[src/rtl/core/cdp_pkg.sv]
// ----------------------------------------------------------------------------
// cdp_pkg
// Shared types and constants for the capability descriptor parser.
// ----------------------------------------------------------------------------
`default_nettype none

package cdp_pkg;

    localparam int CDP_MASK_BITS  = 128;   // default access mask size
    localparam int MASK_READ_BITS = 128;   // two 64-bit words reachable by a read
    localparam int GROUP_BITS     = 24;    // bits carried by one mask group
    localparam logic [31:0] PAGE_BYTES = 32'd4096;
    localparam logic [31:0] DESC_UNUSED = 32'hFFFF_FFFF;

    // Result kind codes as seen on the output channel
    typedef enum logic [3:0] {
        KIND_UNUSED        = 4'd0,
        KIND_IRQ           = 4'd1,
        KIND_MASK          = 4'd2,
        KIND_HANDLES       = 4'd3,
        KIND_FLAGS         = 4'd4,
        KIND_RANGE_PENDING = 4'd5,
        KIND_RANGE_MAPPED  = 4'd6,
        KIND_PAGE          = 4'd7,
        KIND_VERSION       = 4'd8,
        KIND_UNHANDLED     = 4'd9,
        KIND_READ          = 4'd10
    } t_kind;

    // Operation decoded by the front end
    typedef enum logic [3:0] {
        OP_UNUSED,
        OP_IRQ,
        OP_MASK,
        OP_HANDLES,
        OP_FLAGS,
        OP_RANGE,
        OP_PAGE,
        OP_VERSION,
        OP_UNHANDLED,
        OP_READ
    } t_op;

    // Classified command passed through the queue
    typedef struct packed {
        t_op         op;
        logic [31:0] desc;
        logic        last;
        logic        widx;
        logic [23:0] mask_act;   // bit k set: group bit k is written
        logic [7:0]  mask_base;  // first mask bit of the group
    } t_cmd;

    // Queue status seen by the back end and the top level
    typedef struct packed {
        logic full;
        logic empty;
    } t_q_stat;

endpackage : cdp_pkg

`default_nettype wire

[src/rtl/core/cdp_if.sv]
// ----------------------------------------------------------------------------
// cdp_if
// Valid/ready channels of the capability descriptor parser.
// ----------------------------------------------------------------------------
`default_nettype none

interface cdp_in_if;
    logic        valid;
    logic        ready;
    logic        func;
    logic [31:0] descriptor;
    logic        last;
    logic        mask_word_index;

    modport source (output valid, func, descriptor, last, mask_word_index, input ready);
    modport sink   (input valid, func, descriptor, last, mask_word_index, output ready);
endinterface : cdp_in_if

interface cdp_out_if;
    logic        valid;
    logic        ready;
    logic [3:0]  kind;
    logic [31:0] map_address;
    logic [31:0] map_size;
    logic        map_read_only;
    logic        map_unk_flag;
    logic [9:0]  handle_count;
    logic [15:0] misc_flag_bits;
    logic [15:0] version_word;
    logic [63:0] mask_word;

    modport source (
        output valid, kind, map_address, map_size, map_read_only, map_unk_flag,
               handle_count, misc_flag_bits, version_word, mask_word,
        input  ready
    );
    modport sink (
        input  valid, kind, map_address, map_size, map_read_only, map_unk_flag,
               handle_count, misc_flag_bits, version_word, mask_word,
        output ready
    );
endinterface : cdp_out_if

`default_nettype wire

[src/rtl/core/capability_descriptor_parser_top.sv]
// ----------------------------------------------------------------------------
// capability_descriptor_parser_top
// Capability descriptor parser: classifies 32-bit descriptors, keeps the
// syscall access mask and kernel parameters, and emits memory mappings.
// ----------------------------------------------------------------------------
// Every accepted item (a descriptor to parse or a mask word read) yields
// exactly one result transfer, in order. The block takes one item per clock
// while the queue has room: the front end classifies the descriptor in the
// accept cycle and writes it into a two-entry queue; the back end executes
// one queued command per cycle into the output register while that register
// is empty or being taken, so a result appears in the cycle after the
// command leaves the queue. A downstream stall fills the queue; the input
// stalls only when both entries are taken. A range start descriptor is held
// by the back end and paired with the very next parsed descriptor if that
// one is a range word; mask reads in between leave it pending. The access
// mask is MASK_BITS wide and cleared by reset; reads reach the first two
// 64-bit words, bits beyond MASK_BITS read as zero.
// ----------------------------------------------------------------------------
`default_nettype none

module capability_descriptor_parser_top #(
    parameter int MASK_BITS = cdp_pkg::CDP_MASK_BITS
) (
    input  wire logic  i_clk,
    input  wire logic  i_rst_n,
    cdp_in_if.sink     i_in,
    cdp_out_if.source  o_out
);
    import cdp_pkg::*;

    t_cmd    w_front_cmd;   // classified command from the front end
    t_cmd    w_back_cmd;    // head of the queue
    t_q_stat w_q_stat;      // queue full/empty
    logic    w_push;        // input transfer
    logic    w_pop;         // back end takes the queue head

    // Input transfer whenever the queue has room
    assign i_in.ready = !w_q_stat.full;
    assign w_push     = i_in.valid && i_in.ready;

    cdp_front u_front (
        .i_func       (i_in.func),
        .i_descriptor (i_in.descriptor),
        .i_last       (i_in.last),
        .i_widx       (i_in.mask_word_index),
        .o_cmd        (w_front_cmd)
    );

    cdp_queue u_queue (
        .i_clk   (i_clk),
        .i_rst_n (i_rst_n),
        .i_push  (w_push),
        .i_cmd   (w_front_cmd),
        .i_pop   (w_pop),
        .o_cmd   (w_back_cmd),
        .o_stat  (w_q_stat)
    );

    cdp_back #(
        .MASK_BITS (MASK_BITS)
    ) u_back (
        .i_clk   (i_clk),
        .i_rst_n (i_rst_n),
        .i_cmd   (w_back_cmd),
        .i_stat  (w_q_stat),
        .o_pop   (w_pop),
        .o_out   (o_out)
    );

    // Queue cannot report full and empty at once
    a_q_stat: assert property (@(posedge i_clk) disable iff (!i_rst_n)
        !(w_q_stat.full && w_q_stat.empty))
        else $error("queue full and empty together");

    // A command taken by the back end shows up as a result next cycle
    a_pop_result: assert property (@(posedge i_clk) disable iff (!i_rst_n)
        w_pop |=> o_out.valid)
        else $error("popped command produced no result");

    // A transfer in without a pop leaves the queue non-empty
    a_push_hold: assert property (@(posedge i_clk) disable iff (!i_rst_n)
        (w_push && !w_pop) |=> !w_q_stat.empty)
        else $error("pushed command lost");

    // Back end never pops an empty queue
    a_pop_empty: assert property (@(posedge i_clk) disable iff (!i_rst_n)
        w_pop |-> !w_q_stat.empty)
        else $error("pop from empty queue");

endmodule : capability_descriptor_parser_top

`default_nettype wire

[src/rtl/core/cdp_front.sv]
// ----------------------------------------------------------------------------
// cdp_front
// Classifies an incoming item by descriptor prefix and precomputes the
// mask group write window.
// ----------------------------------------------------------------------------
`default_nettype none

module cdp_front (
    input  wire logic         i_func,
    input  wire logic [31:0]  i_descriptor,
    input  wire logic         i_last,
    input  wire logic         i_widx,
    output cdp_pkg::t_cmd     o_cmd
);
    import cdp_pkg::*;

    logic [11:0] w_type;
    t_op         w_op;
    logic [23:0] w_act;

    assign w_type = i_descriptor[31:20];

    always_comb begin
        if (i_func) begin
            w_op = OP_READ;
        end else if (i_descriptor == DESC_UNUSED) begin
            w_op = OP_UNUSED;
        end else if ((w_type & 12'hF00) == 12'hE00) begin
            w_op = OP_IRQ;
        end else if ((w_type & 12'hF80) == 12'hF00) begin
            w_op = OP_MASK;
        end else if ((w_type & 12'hFF0) == 12'hFE0) begin
            w_op = OP_HANDLES;
        end else if ((w_type & 12'hFF8) == 12'hFF0) begin
            w_op = OP_FLAGS;
        end else if ((w_type & 12'hFFE) == 12'hFF8) begin
            w_op = OP_RANGE;
        end else if (w_type == 12'hFFE) begin
            w_op = OP_PAGE;
        end else if ((w_type & 12'hFE0) == 12'hFC0) begin
            w_op = OP_VERSION;
        end else begin
            w_op = OP_UNHANDLED;
        end
    end

    // Write stops after the highest set bit: bit k is active if any bit >= k is set
    always_comb begin
        for (int k = 0; k < GROUP_BITS; k++) begin
            w_act[k] = |(i_descriptor[23:0] >> k);
        end
    end

    always_comb begin
        o_cmd.op        = w_op;
        o_cmd.desc      = i_descriptor;
        o_cmd.last      = i_last;
        o_cmd.widx      = i_widx;
        o_cmd.mask_act  = w_act;
        // group * 24 = group * 16 + group * 8
        o_cmd.mask_base = {1'b0, i_descriptor[26:24], 4'b0000}
                        + {2'b00, i_descriptor[26:24], 3'b000};
    end

endmodule : cdp_front

`default_nettype wire

[src/rtl/core/cdp_queue.sv]
// ----------------------------------------------------------------------------
// cdp_queue
// Two-entry command queue between front and back end.
// ----------------------------------------------------------------------------
`default_nettype none

module cdp_queue (
    input  wire logic            i_clk,
    input  wire logic            i_rst_n,
    input  wire logic            i_push,
    input  wire cdp_pkg::t_cmd   i_cmd,
    input  wire logic            i_pop,
    output cdp_pkg::t_cmd        o_cmd,
    output wire cdp_pkg::t_q_stat o_stat
);
    import cdp_pkg::*;

    t_cmd       r_mem [2];
    logic       r_wr;
    logic       r_rd;
    logic [1:0] r_cnt;
    logic [1:0] n_cnt;

    always_comb begin
        n_cnt = r_cnt;
        if (i_push && !i_pop) begin
            n_cnt = r_cnt + 2'd1;
        end else if (!i_push && i_pop) begin
            n_cnt = r_cnt - 2'd1;
        end
    end

    always_ff @(posedge i_clk) begin
        if (!i_rst_n) begin
            r_wr  <= 1'b0;
            r_rd  <= 1'b0;
            r_cnt <= 2'd0;
        end else begin
            if (i_push) begin
                r_wr <= ~r_wr;
            end
            if (i_pop) begin
                r_rd <= ~r_rd;
            end
            r_cnt <= n_cnt;
        end
    end

    always_ff @(posedge i_clk) begin
        if (i_push) begin
            r_mem[r_wr] <= i_cmd;
        end
    end

    assign o_cmd        = r_mem[r_rd];
    assign o_stat.full  = r_cnt[1];
    assign o_stat.empty = (r_cnt == 2'd0);

endmodule : cdp_queue

`default_nettype wire

[src/rtl/core/cdp_back.sv]
// ----------------------------------------------------------------------------
// cdp_back
// Executes classified commands against the parser state and holds the
// result in an output register.
// ----------------------------------------------------------------------------
`default_nettype none

module cdp_back #(
    parameter int MASK_BITS = cdp_pkg::CDP_MASK_BITS
) (
    input  wire logic             i_clk,
    input  wire logic             i_rst_n,
    input  wire cdp_pkg::t_cmd    i_cmd,
    input  wire cdp_pkg::t_q_stat i_stat,
    output logic                  o_pop,
    cdp_out_if.source             o_out
);
    import cdp_pkg::*;

    // State
    logic [MASK_BITS-1:0] r_mask;
    logic                 r_pend;
    logic [20:0]          r_pstart;
    logic [9:0]           r_handles;
    logic [15:0]          r_flags;
    logic [15:0]          r_version;

    logic [MASK_BITS-1:0] n_mask;
    logic                 n_pend;
    logic [20:0]          n_pstart;
    logic [9:0]           n_handles;
    logic [15:0]          n_flags;
    logic [15:0]          n_version;

    // Result register
    logic        r_valid;
    t_kind       r_kind;
    logic [31:0] r_addr;
    logic [31:0] r_size;
    logic        r_ro;
    logic        r_unk;
    logic [63:0] r_mword;

    t_kind       n_kind;
    logic [31:0] n_addr;
    logic [31:0] n_size;
    logic        n_ro;
    logic        n_unk;
    logic [63:0] n_mword;

    logic [MASK_READ_BITS-1:0] w_pad;
    logic [31:0]               w_start;
    logic [31:0]               w_end;

    for (genvar i = 0; i < MASK_READ_BITS; i++) begin : g_pad
        if (i < MASK_BITS) begin : g_bit
            assign w_pad[i] = r_mask[i];
        end else begin : g_zero
            assign w_pad[i] = 1'b0;
        end
    end

    assign o_pop   = !i_stat.empty && (!r_valid || o_out.ready);
    assign w_start = {r_pstart[19:0], 12'h000};
    assign w_end   = {i_cmd.desc[19:0], 12'h000};

    always_comb begin
        int off;
        off       = 0;
        n_mask    = r_mask;
        n_pend    = r_pend;
        n_pstart  = r_pstart;
        n_handles = r_handles;
        n_flags   = r_flags;
        n_version = r_version;
        n_kind    = KIND_UNHANDLED;
        n_addr    = '0;
        n_size    = '0;
        n_ro      = 1'b0;
        n_unk     = 1'b0;
        n_mword   = '0;

        if (i_cmd.op == OP_READ) begin
            n_kind  = KIND_READ;
            n_mword = i_cmd.widx ? w_pad[127:64] : w_pad[63:0];
        end else if (r_pend && i_cmd.op == OP_RANGE) begin
            n_kind = KIND_RANGE_MAPPED;
            n_addr = w_start;
            n_size = (w_end > w_start) ? (w_end - w_start) : 32'd0;
            n_ro   = r_pstart[20];
            n_unk  = i_cmd.desc[20];
            n_pend = 1'b0;
        end else begin
            n_pend = 1'b0;
            case (i_cmd.op)
                OP_UNUSED: begin
                    n_kind = KIND_UNUSED;
                end
                OP_IRQ: begin
                    n_kind = KIND_IRQ;
                end
                OP_MASK: begin
                    n_kind = KIND_MASK;
                    for (int n = 0; n < MASK_BITS; n++) begin
                        off = n - int'(i_cmd.mask_base);
                        if (off >= 0 && off < GROUP_BITS) begin
                            if (i_cmd.mask_act[off[4:0]]) begin
                                n_mask[n] = i_cmd.desc[off[4:0]];
                            end
                        end
                    end
                end
                OP_HANDLES: begin
                    n_kind    = KIND_HANDLES;
                    n_handles = i_cmd.desc[9:0];
                end
                OP_FLAGS: begin
                    n_kind  = KIND_FLAGS;
                    n_flags = i_cmd.desc[15:0];
                end
                OP_RANGE: begin
                    n_kind = KIND_RANGE_PENDING;
                    if (!i_cmd.last) begin
                        n_pend   = 1'b1;
                        n_pstart = i_cmd.desc[20:0];
                    end
                end
                OP_PAGE: begin
                    n_kind = KIND_PAGE;
                    n_addr = w_end;
                    n_size = PAGE_BYTES;
                end
                OP_VERSION: begin
                    n_kind    = KIND_VERSION;
                    n_version = i_cmd.desc[15:0];
                end
                default: begin
                    n_kind = KIND_UNHANDLED;
                end
            endcase
        end
    end

    always_ff @(posedge i_clk) begin
        if (!i_rst_n) begin
            r_mask    <= '0;
            r_pend    <= 1'b0;
            r_pstart  <= '0;
            r_handles <= '0;
            r_flags   <= '0;
            r_version <= '0;
            r_valid   <= 1'b0;
        end else begin
            if (o_pop) begin
                r_mask    <= n_mask;
                r_pend    <= n_pend;
                r_pstart  <= n_pstart;
                r_handles <= n_handles;
                r_flags   <= n_flags;
                r_version <= n_version;
                r_valid   <= 1'b1;
            end else if (o_out.ready) begin
                r_valid   <= 1'b0;
            end
        end
    end

    always_ff @(posedge i_clk) begin
        if (o_pop) begin
            r_kind  <= n_kind;
            r_addr  <= n_addr;
            r_size  <= n_size;
            r_ro    <= n_ro;
            r_unk   <= n_unk;
            r_mword <= n_mword;
        end
    end

    // Register fields report the state after the step, held with the result
    logic [9:0]  r_out_handles;
    logic [15:0] r_out_flags;
    logic [15:0] r_out_version;

    always_ff @(posedge i_clk) begin
        if (o_pop) begin
            r_out_handles <= n_handles;
            r_out_flags   <= n_flags;
            r_out_version <= n_version;
        end
    end

    assign o_out.valid          = r_valid;
    assign o_out.kind           = r_kind;
    assign o_out.map_address    = r_addr;
    assign o_out.map_size       = r_size;
    assign o_out.map_read_only  = r_ro;
    assign o_out.map_unk_flag   = r_unk;
    assign o_out.handle_count   = r_out_handles;
    assign o_out.misc_flag_bits = r_out_flags;
    assign o_out.version_word   = r_out_version;
    assign o_out.mask_word      = r_mword;

endmodule : cdp_back

`default_nettype wire

[src/flat_wrapper.sv]
// flat-port wrapper written by rule: the top's interface ports become plain ports
module capability_descriptor_parser_top_flat import cdp_pkg::*;
#(
    parameter int MASK_BITS = cdp_pkg::CDP_MASK_BITS
)
  (i_clk, i_rst_n, i_in_valid, i_in_func, i_in_descriptor, i_in_last, i_in_mask_word_index, i_in_ready, o_out_valid, o_out_kind, o_out_map_address, o_out_map_size, o_out_map_read_only, o_out_map_unk_flag, o_out_handle_count, o_out_misc_flag_bits, o_out_version_word, o_out_mask_word, o_out_ready);
  cdp_in_if i_in_i ();
  cdp_out_if o_out_i ();
  input  wire logic i_clk;
  input  wire logic i_rst_n;
  input wire logic [$bits(i_in_i.valid)-1:0] i_in_valid;
  input wire logic [$bits(i_in_i.func)-1:0] i_in_func;
  input wire logic [$bits(i_in_i.descriptor)-1:0] i_in_descriptor;
  input wire logic [$bits(i_in_i.last)-1:0] i_in_last;
  input wire logic [$bits(i_in_i.mask_word_index)-1:0] i_in_mask_word_index;
  output wire logic [$bits(i_in_i.ready)-1:0] i_in_ready;
  output wire logic [$bits(o_out_i.valid)-1:0] o_out_valid;
  output wire logic [$bits(o_out_i.kind)-1:0] o_out_kind;
  output wire logic [$bits(o_out_i.map_address)-1:0] o_out_map_address;
  output wire logic [$bits(o_out_i.map_size)-1:0] o_out_map_size;
  output wire logic [$bits(o_out_i.map_read_only)-1:0] o_out_map_read_only;
  output wire logic [$bits(o_out_i.map_unk_flag)-1:0] o_out_map_unk_flag;
  output wire logic [$bits(o_out_i.handle_count)-1:0] o_out_handle_count;
  output wire logic [$bits(o_out_i.misc_flag_bits)-1:0] o_out_misc_flag_bits;
  output wire logic [$bits(o_out_i.version_word)-1:0] o_out_version_word;
  output wire logic [$bits(o_out_i.mask_word)-1:0] o_out_mask_word;
  input wire logic [$bits(o_out_i.ready)-1:0] o_out_ready;
  assign i_in_i.valid = i_in_valid;
  assign i_in_i.func = i_in_func;
  assign i_in_i.descriptor = i_in_descriptor;
  assign i_in_i.last = i_in_last;
  assign i_in_i.mask_word_index = i_in_mask_word_index;
  assign i_in_ready = i_in_i.ready;
  assign o_out_valid = o_out_i.valid;
  assign o_out_kind = o_out_i.kind;
  assign o_out_map_address = o_out_i.map_address;
  assign o_out_map_size = o_out_i.map_size;
  assign o_out_map_read_only = o_out_i.map_read_only;
  assign o_out_map_unk_flag = o_out_i.map_unk_flag;
  assign o_out_handle_count = o_out_i.handle_count;
  assign o_out_misc_flag_bits = o_out_i.misc_flag_bits;
  assign o_out_version_word = o_out_i.version_word;
  assign o_out_mask_word = o_out_i.mask_word;
  assign o_out_i.ready = o_out_ready;
  capability_descriptor_parser_top #(.MASK_BITS(MASK_BITS)) u_core (.i_clk(i_clk), .i_rst_n(i_rst_n), .i_in(i_in_i), .o_out(o_out_i));
endmodule
[config.mk]
export PLATFORM = sky130hd
export DESIGN_NAME = capability_descriptor_parser_top_flat
export DESIGN_NICKNAME = d
export VERILOG_FILES = /design/src/rtl/core/cdp_pkg.sv /design/src/rtl/core/cdp_if.sv /design/src/rtl/core/capability_descriptor_parser_top.sv /design/src/rtl/core/cdp_front.sv /design/src/rtl/core/cdp_queue.sv /design/src/rtl/core/cdp_back.sv /design/src/flat_wrapper.sv
export SDC_FILE = /design/constraint.sdc
export NUM_CORES = 1
export LEC_CHECK = 0
export BUFFER_PORTS_ARGS = -buffer_cell sky130_fd_sc_hd__buf_4
export CAP_MARGIN = 40
export CELL_PAD_IN_SITES_DETAIL_PLACEMENT = 1
export CELL_PAD_IN_SITES_GLOBAL_PLACEMENT = 1
export CORE_MARGIN = 1.5
export CORE_UTILIZATION = 46
export CTS_BUF_LIST = sky130_fd_sc_hd__clkbuf_16
export CTS_CLUSTER_DIAMETER = 30
export DETAILED_ROUTE_END_ITERATION = 10
export GPL_TIMING_DRIVEN = 0
export HOLD_SLACK_MARGIN = 0.02
export PLACE_DENSITY = 0.85
export SLEW_MARGIN = 20
export SYNTH_ARGS = -nofsm -noshare
export SYNTH_HDL_FRONTEND = slang
export SYNTH_SLANG_ARGS = --single-unit
[constraint.sdc]
create_clock -name i_clk -period 9.9 [get_ports i_clk]
set_clock_uncertainty 0.15 [all_clocks]
set_input_delay 1.485 -clock i_clk [delete_from_list [all_inputs] [get_ports i_clk]]
set_output_delay 1.485 -clock i_clk [all_outputs]
set_load 0.005 [all_outputs]
Word level (Yosys, flattened, before mapping)
Memory sizes are Yosys's and may differ from the RTL's. A register that Yosys moved wholly into a read port is not among the register bits.
Index checks and enable logic that the tools add are counted.
{"block": "op_classes", "addsub": 132, "mul": 0, "div_mod_pow": 0, "order_cmp": 385, "n_eq_ne": 16, "shift": 0, "n_mux": 549, "n_bitwise": 5, "reduce_logical": 298}
{"cell": "1-bit binary-select mux with 5-bit select", "count": 256}
{"cell": "9-bit by 1-bit greater-or-equal comparator with 1-bit output (second input constant)", "count": 128}
{"cell": "9-bit by 6-bit < comparator with 1-bit output (second input constant)", "count": 128}
{"cell": "5-bit by 6-bit < comparator with 1-bit output (second input constant)", "count": 128}
{"cell": "6-bit AND reduction", "count": 128}
{"cell": "7-bit by 8-bit subtractor with 9-bit output (first input constant)", "count": 64}
{"cell": "6-bit by 8-bit subtractor with 9-bit output (first input constant)", "count": 32}
{"cell": "1-bit two-way mux", "count": 265}
{"cell": "5-bit by 8-bit subtractor with 9-bit output (first input constant)", "count": 16}
{"cell": "1-bit logical AND", "count": 133}
{"cell": "32-bit two-way mux", "count": 4}
{"cell": "16-bit two-way mux", "count": 6}
{"cell": "4-bit by 8-bit subtractor with 9-bit output (first input constant)", "count": 8}
{"cell": "64-bit two-way mux", "count": 1}
{"cell": "4-bit two-way mux", "count": 10}
{"cell": "3-bit by 8-bit subtractor with 9-bit output (first input constant)", "count": 4}
{"cell": "32-bit == test (second input constant)", "count": 1}
{"cell": "32-bit greater-than comparator", "count": 1}
{"cell": "4-bit one-hot mux with 8 select lines", "count": 1}
{"cell": "32-bit subtractor", "count": 1}
{"cell": "10-bit two-way mux", "count": 3}
{"cell": "24-bit OR reduction", "count": 1}
{"cell": "23-bit OR reduction", "count": 1}
{"cell": "22-bit OR reduction", "count": 1}
{"cell": "other kinds (45)", "count": 64}
{"block": "totals", "regBits": 373, "latchBits": 0, "mem_bits_rw": 140, "rom_bits": 0, "in_bits": 39, "wordCells": 1534, "mem_count": 1}
{"name": "u_core.u_queue.r_mem", "depth": 2, "word_bits": 70, "read_ports": 1, "rd_ports_with_merged_regs": 1, "wr": 1, "line": "cdp_queue.sv:18", "text": "t_cmd r_mem [2];"}

Depth between registers and ports, before layout
Gate-level depths: netlist of the first run.
{"block": "depth", "depth_word": 10, "depth_mapped": 17, "ltp_nobuf": 11}

By module
A second synthesis of the first run with hierarchy kept.
{"block": "hier_totals", "hier_cells": 2760, "area_unflattened_um2": 29021.6}
{"mod": "cdp_back", "instances": 1, "cells_each": 2396, "area_each_um2": 22833.1, "seq_area_each_um2": 8428.1}
{"mod": "cdp_queue", "instances": 1, "cells_each": 240, "area_each_um2": 5293.8, "seq_area_each_um2": 4304.1}
{"mod": "cdp_front", "instances": 1, "cells_each": 122, "area_each_um2": 884.6, "seq_area_each_um2": 0.0}
{"mod": "capability_descriptor_parser_top", "instances": 1, "cells_each": 2, "area_each_um2": 10.0, "seq_area_each_um2": 0.0}

Worst setup path after synthesis of the first run
OpenSTA, ideal clock, no wires.
{"block": "synth_timing", "path_kind": "input-to-reg", "start": "in o_out_ready", "end": "reg u_core.u_back.r_mask[28]", "setup_ns": 0.086, "t_arrival_ns": 7.437, "path_slack_ns": 2.228, "cell_stages": 9, "n_path_buf": 3, "cell_sequence": "nor2b_1 > or2_2 > clkbuf_1 > inv_1 > clkbuf_1 > and3_1 > clkbuf_1 > a21oi_1 > a211oi_1"}
{"block": "synth_between", "elab_chain_len": 3}
{"item": "start, declared", "line": "flat_wrapper.sv:27", "text": "input wire logic [$bits(o_out_i.ready)-1:0] o_out_ready;"}
{"item": "1-bit logical OR", "line": "cdp_back.sv:63", "text": "assign o_pop = !i_stat.empty && (!r_valid || o_out.ready);"}
{"item": "1-bit logical AND", "line": "cdp_back.sv:63"}
{"item": "net u_core.u_back.o_pop", "line": "cdp_back.sv:15", "text": "output logic o_pop,"}
{"item": "6-bit AND reduction (no source line)"}
{"item": "end signal, assigned", "line": "cdp_back.sv:155", "text": "r_mask <= n_mask;"}
{"item": "end, declared", "line": "cdp_back.sv:21", "text": "logic [MASK_BITS-1:0] r_mask;"}
The timed path passes the listed nets, and every way through them passes these cells.
A chain may end at the register's enable or synchronous reset.

==> results of run 1 <==
==> per-stage QoR <==
stage / cells / setup WS, ns / cell area [um2] / total power, mW / utilization, %
5_1_grt: 3284 / 3.35 / 28100 / 8.74 / 59.2
3_3_place_gp: 3069 / 0.00149 / 24300 / 4.86 / 51.2
4_1_cts: 3275 / 3.40 / 28000 / 8.44 / 59.0
3_5_place_dp: 3087 / 3.65 / 24600 / 4.94 / 51.7
6_report: 3284 / 3.61 / 28100 / 8.50 / 59.2
2_1_floorplan: 2263 / 2.23 / 22100 / 3.86 / -
==> worst paths after layout <==
| path | to | slack, ns | cells past startpoint |
|---|---|---|---|
| max | u_core.u_back.o_out.map_size[30] | 3.61 | 17 |
| min | u_core.u_back.r_mask[96] | 0.32 | 2 |
| max reg2reg | u_core.u_back.o_out.map_size[30] | 3.61 | 17 |
| min reg2reg | u_core.u_back.r_mask[96] | 0.32 | 2 |
==> flip-flops by register name (all words and copies together), names as in the netlist, 2 cells and up, named ones only <==
signal                              count
u_core.u_back.r_flags                  16
u_core.u_back.o_out.kind                4
u_core.u_queue.r_mem                  120
u_core.u_back.r_mask                  128
u_core.u_back.o_out.version_word       16
u_core.u_back.o_out.map_address        20
u_core.u_back.r_pstart                 21
u_core.u_back.o_out.map_size           20
u_core.u_queue.r_cnt                    2
u_core.u_back.r_handles                10
u_core.u_back.o_out.handle_count       10
u_core.u_back.o_out.mask_word          64
u_core.u_back.o_out.misc_flag_bits     16
u_core.u_back.r_version                16
==> logic make-up (layout without fill, tap and decap cells) <==
logic type / Yosys count / count (layout) / share of synthesized area [%]
muxes: 102 / 102 / 4.74
buffers and inverters: 246 / 652 / 4.65
AOI/OAI and AO/OA: 605 / 605 / 16.6
adders and majority gates: 59 / 59 / 3.42
DFF: 470 / 470 / 55.0
and+or+nand+nor: 733 / 733 / 14.6
other: 1 / 24 / 0.0170
xor gates and xnor gates: 24 / 24 / 0.953
==> routing by layer <==
metal  up-vias  part of all wire (%)
met4         2                   3.9
met5         -                 0.015
met2      1031                    49
li1       8714                     -
met3       242                   6.7
met1     10091                    41
==> final cells by class <==
cell class | count | area [um2] | area share (%)
Buffer | 176 | 767 | 2.73
Clock buffer | 104 | 2600 | 9.25
Clock inverter | 84 | 868 | 3.09
Inverter | 70 | 263 | 0.934
Multi-Input combinational cell | 1547 | 9020 | 32.1
Sequential cell | 470 | 12100 | 43.1
Tap cell | 615 | 769 | 2.74
Timing Repair Buffer | 218 | 1710 | 6.08
==> cell usage in the layout (no fill, tap or decap), types with 16 or more instances in the layout <==
master     instances
a211oi_1         131
a21oi_1          245
and3_1            34
buf_4            218
clkbuf_1         136
clkbuf_16        104
clkinv_2          22
conb_1            24
dfxtp_1          198
edfxtp_1         272
ha_1              57
inv_1             78
mux2_2            19
mux2i_1           76
nand2_1          282
nand3_1           18
nor2_1           270
nor3_1            41
o21a_1            18
o21ai_0          128
xnor2_1           16
==> power by group through the flow <==
stage,logic [mW],clock network [mW],registers (mW)
after floorplan,1.14,0,2.72
after global placement,2.14,0,2.73
after detailed placement,2.27,0,2.67
after CTS,2.34,3.46,2.64
after global routing,2.52,3.55,2.67
final,2.40,3.45,2.64
==> worst reg2reg max path: cells and delay by family, from the launching register on <==
| kind | cells | cell delay, ns |
|---|---|---|
| flops | 1 | 0.32 |
| fa+ha+maj | 1 | 0.24 |
| buf+inv | 9 | 3.32 |
| compound gates | 4 | 1.13 |
| simple gates | 2 | 0.26 |
| mux | 1 | 0.60 |
==> metrics.yaml, run 1 <==
diodes: 0
path_common_cell: "clkbuf_1"
synthTopCellsByArea: "edfxtp_1 37%, dfxtp_1 18%, a21oi_1 5.6%"
row_count: 80
status: "finished, final reports clean"
antenna_found_initial: 1
drtIter0Drc: 1975
p_int_mw: 5.61
met1_usage_pct: 44.3
vias: 20080
routed_via_density: 6.11
min_path_type: "flop to flop"
worst_pin_slew_ns: 0.895
h-tree-depth: 3
yosys-top-cells-count: "282 x nand2_1, 272 x edfxtp_1, 270 x nor2_1"
min_from: "u_core.u_back.r_mask[96]"
grt.busiest_layer: "met2"
seq_power_share_pct: 31.1
cts_sinks: 470
initial_core_util_pct: 46.4
post_drt_wl_per_cell_um: 26.9
critical-path-top-delay-family: "buffers and inverters"
drtPass1Iterations: 5
slowest_stage: "buf_1"
hpwl_um: 58700
synth_top_area_share_pct: 37.0
crit_buf_inv: 9
die_h_um: 222
root_buffer: "clkbuf_16"
gp_congestion: 0.975
ctsHoldBuffers: 0
fmax_mhz: 159
netlist_area_um2: 22000
drive_gt1_share_pct: 17.7
synthArstFlopShare_pct: 0
use_met3_pct: 6.12
syn2layout_area_growth_pct: 27.6
worstSkewPairLatency_ns: 0.65
fp.coreArea_um2: 47500
clk_pin_slew_worst_paths_ns: 0.05
synth-seq-cells: 470
num-nets-final: 2680
ys_seq_area_share_pct: 55.0
synth_edf_count: 272
n_fill_cell: 5191
synthCells: 2240
cp.required_ns: 10.11
cp.arrival_ns: 6.49
tritoncts: "yes"
die_area_um2: 49200
grt_pass1_wl_um: 132000
grt_pass1_vias: 21171
use_met2_pct: 59.2
setup_tns_ns: 0
end_kind: "flop"
track_usage_pct: 35.3
leakagePower_nw: 10.2
yosys_warnings: 0
ios: 217
numPortBuffers: 191
overflow: 0
clkPwrFrac_pct: 40.7
syn_area_per_cell_um2: 9.84
finalMaxSlewViolations: 0
relSlewSlack_pct: 39.2
post_cts_buffers: 0
final.min_clock_period_ns: 6.29
crit_chain: "buf_2 > buf_1 > clkbuf_1 > buf_6 > clkbuf_1 > mux2i_1 > clkbuf_1 > buf_6 > inv_1 > ha_1 > a21oi_1 > o21ai_0 > a221o_1 > a21o_1 > nand3_1 > clkbuf_1 > nor2_1"
rsz0062_at_grt: "no"
hold_ws_ns: 0.315
wirelength_um: 88400
period_share_pct: 63.5
synth_ff_type: "edfxtp_1"
post-synth-top-count-cell: "nand2_1"
switchingPower_mw: 2.88
pwr-share-comb_pct: 28.3
cp-start-kind: "flop"
critical_path.max_stage_delay_ns: 0.68
path_max_fanout: 10
die_w_um: 222
power_density_nw_per_um2: 302
drv_cap: 0
cts.repair.resized: 0
grt_max_degree: 47
ir_drop_v: 0.000178
yosys.area.top_type: "edfxtp_1"
yosys.cell_types.count: 69
setup_viol: 0
p_sw_share_pct: 33.9
cts_buffers: 99
ant_nets: 0
hold_viol: 0
route.detailed.drc: 0
critPathKind: "flop to flop"
clock_path_buffers: 3
Note: power is estimated with default switching activity, not from simulation.
==> run 2, diff against run 1 <==
--- a/config.mk
+++ b/config.mk
@@ -10,13 +10,13 @@
 export CELL_PAD_IN_SITES_DETAIL_PLACEMENT = 1
 export CELL_PAD_IN_SITES_GLOBAL_PLACEMENT = 1
 export CORE_MARGIN = 1.5
-export CORE_UTILIZATION = 46
+export CORE_UTILIZATION = 42
 export CTS_BUF_LIST = sky130_fd_sc_hd__clkbuf_16
 export CTS_CLUSTER_DIAMETER = 30
 export DETAILED_ROUTE_END_ITERATION = 10
 export GPL_TIMING_DRIVEN = 0
 export HOLD_SLACK_MARGIN = 0.02
-export PLACE_DENSITY = 0.85
+export PLACE_DENSITY = 0.82
 export SLEW_MARGIN = 20
 export SYNTH_ARGS = -nofsm -noshare
 export SYNTH_HDL_FRONTEND = slang
==> constraint.sdc (replaced) <==
create_clock -name i_clk -period 5.5 [get_ports i_clk]
set_clock_uncertainty 0.15 [all_clocks]
set_input_delay 0.825 -clock i_clk [delete_from_list [all_inputs] [get_ports i_clk]]
set_output_delay 0.825 -clock i_clk [all_outputs]
set_load 0.005 [all_outputs]
==> metrics.yaml, run 2 (synthesized netlist as in run 1, its figures left out) <==
ant_nets: 0  # unchanged
finalMaxSlewViolations: 0  # unchanged
critPathKind: "flop to flop"
drtIter0Drc: 1621  # -18%
slowest_stage: "clkbuf_2"
track_usage_pct: 29.8  # -5.5 points
holdPathStages: 1  # -1
gp_congestion: 0.944  # -3.2%
status: "finished, final reports clean"
min_path_type: "primary input to flop"
post_drt_wl_per_cell_um: 24.5  # -9.1%
ios: 217  # unchanged
top_layer: "met4"
clock_path_buffers: 3  # unchanged
vias: 19365  # -3.6%
drtPass1Iterations: 5  # unchanged
initial_core_util_pct: 42.7  # -3.7 points
relSlewSlack_pct: 41.6  # +2.4 points
power_mw: 14.6  # +72%
tritoncts: "yes"
wl_met1_um: 34000  # -5.1%
drv_cap: 0  # unchanged
routed-wl-met3_um: 5310  # -10%
r2r_slack_ns: 0.25  # -3.37 ns
setup_viol: 0  # unchanged
worstSkewPairLatency_ns: 0.64  # about the same
die_w_um: 232  # +4.6%
fin_area_um2: 27900  # -0.74%
overflow: 0  # unchanged
dpl_cell_area_um2: 24700  # +0.30%
cp-start-kind: "flop"
num-nets-final: 2673  # -0.26%
h-tree-depth: 3  # unchanged
drive_gt1_share_pct: 17.6  # -0.13 points
power_density_nw_per_um2: 524  # +74%
cts_buffers: 96  # -3.0%
hpwl_um: 57400  # -2.2%
leakagePower_nw: 10.1  # -1.2%
end_kind: "flop"
period_share_pct: 95.5  # +32 points
cp.required_ns: 5.69  # -4.42 ns
diodes: 0  # unchanged
path_max_fanout: 19  # +9
clk_pin_slew_worst_paths_ns: 0.05  # about the same
crit_chain: "buf_2 > clkbuf_2 > buf_2 > mux2i_2 > clkbuf_2 > ha_1 > fa_1 > nor2b_1 > nor2_1 > o21ai_0 > a221o_1 > a21o_1 > nand3_1 > clkbuf_1 > o21ai_0"
syn2layout_area_growth_pct: 26.6
routed_via_density: 5.81  # -5.0%
hold_ws_ns: 0.247  # -0.0682 ns
critical_path.max_stage_delay_ns: 0.48  # -0.20 ns
top_register: "u_core.u_back.r_mask"
ir_drop_v: 0.000310  # +74%
grt_max_degree: 83  # +77%
cp.arrival_ns: 5.44  # -1.05 ns
row_count: 83  # +3.8%
fmax_mhz: 190  # +20%
cts_sinks: 470  # unchanged
worst_pin_slew_ns: 0.877  # -0.0180 ns
ctsHoldBuffers: 0  # unchanged
die_area_um2: 53900  # +9.4%
final_common_cell: "nand2_1"
post_cts_buffers: 0  # unchanged
final.min_clock_period_ns: 5.25  # -1.03 ns
n_fill_cell: 5687  # +9.6%
grt_pass1_wl_um: 121000  # -7.8%
wl_met2_um: 39600  # -8.1%
hold_viol: 0  # unchanged
root_buffer: "clkbuf_16"
die_h_um: 232  # +4.6%
antenna_found_initial: 1  # unchanged
mostFrequentLayoutCells: "282 x nand2_1, 272 x edfxtp_1, 270 x nor2_1"
rsz0062_at_grt: "no"
wirelength_um: 81600  # -7.7%
largest_register_ffs: 128  # unchanged
fp.coreArea_um2: 51600  # +8.6%
route.detailed.drc: 0  # unchanged
grt_pass1_vias: 20044  # -5.3%
reg2reg_depth: 15  # -2
numPortBuffers: 191  # unchanged
==> run 2: cell types whose count changed in the layout (fill, tap and decap cells not counted), moves of 3 or more <==
| cell | delta |
|---|---|
| inv_1 | +6 |
| bufinv_16 | -5 |
| clkinv_1 | -4 |
| clkbuf_1 | -8 |
| clkbuf_2 | +9 |
| buf_6 | -3 |
| clkbuf_16 | -5 |
| buf_12 | -4 |
| clkinvlp_4 | +5 |
| clkinv_2 | -10 |
==> run 2: layer usage <==
metal  track usage [%]  up-vias
met2              50.2      718
met4              11.4        0
met3              5.39      170
li1                  -     8707
met5                 0        -
met1              38.0     9770
==> run 2: final cells by class <==
| type | instances | area (um2) | area share, % |
|---|---|---|---|
| Clock buffer | 99 | 2480 | 8.87 |
| Clock inverter | 79 | 733 | 2.63 |
| Timing Repair Buffer | 215 | 1670 | 5.97 |
| Sequential cell | 470 | 12100 | 43.5 |
| Tap cell | 680 | 851 | 3.05 |
| Inverter | 70 | 263 | 0.941 |
| Buffer | 175 | 779 | 2.79 |
| Multi-Input combinational cell | 1547 | 9020 | 32.3 |
==> run 2: power by group <==
| group | internal [mW] | total, mW | switching, mW |
|---|---|---|---|
| Combinational | 1.45 | 4.19 | 2.74 |
| Clock | 3.74 | 5.73 | 1.99 |
| Sequential | 4.50 | 4.72 | 0.222 |
| Total | 9.69 | 14.6 | 4.95 |
==> run 2: final timing paths <==
path | start | endpoint
worst min-delay path | i_in_mask_word_index | u_core.u_queue.r_mem[1][32]
worst min register to register | u_core.u_back.r_mask[64] | u_core.u_back.r_mask[64]
worst max register to register | flop | u_core.u_back.o_out.map_size[12]
worst max-delay path | flop | u_core.u_back.o_out.map_size[12]
==> run 2: through the flow <==
| step | setup WS (ns) | util (%) | setup TNS [ns] | cells |
|---|---|---|---|---|
| 2_1_floorplan | 0.959 | - | 0 | 2263 |
| 3_3_place_gp | -0.460 | 47.3 | -36.82 | 3134 |
| 3_5_place_dp | -0.633 | 47.8 | -12.03 | 3152 |
| 4_1_cts | 0.0685 | 54.0 | 0 | 3329 |
| 5_1_grt | 0.0585 | 54.1 | 0 | 3335 |
| 6_report | 0.249 | 54.1 | 0 | 3335 |
==> run 2: repair_timing <==
action / in CTS / in global routing
endpoints found under the setup margin: 35 / 25
pin swaps: 0 / 0
gates resized for setup: 3 / 12
==> run 2: worst max-delay path, delay by kind of cell (launching register included) <==
| family | cells | cell delay [ns] |
|---|---|---|
| simple gates | 3 | 0.31 |
| buf+inv | 5 | 2.10 |
| compound gates | 4 | 1.08 |
| fa+ha+maj | 2 | 0.50 |
| flops | 1 | 0.33 |
| mux | 1 | 0.46 |
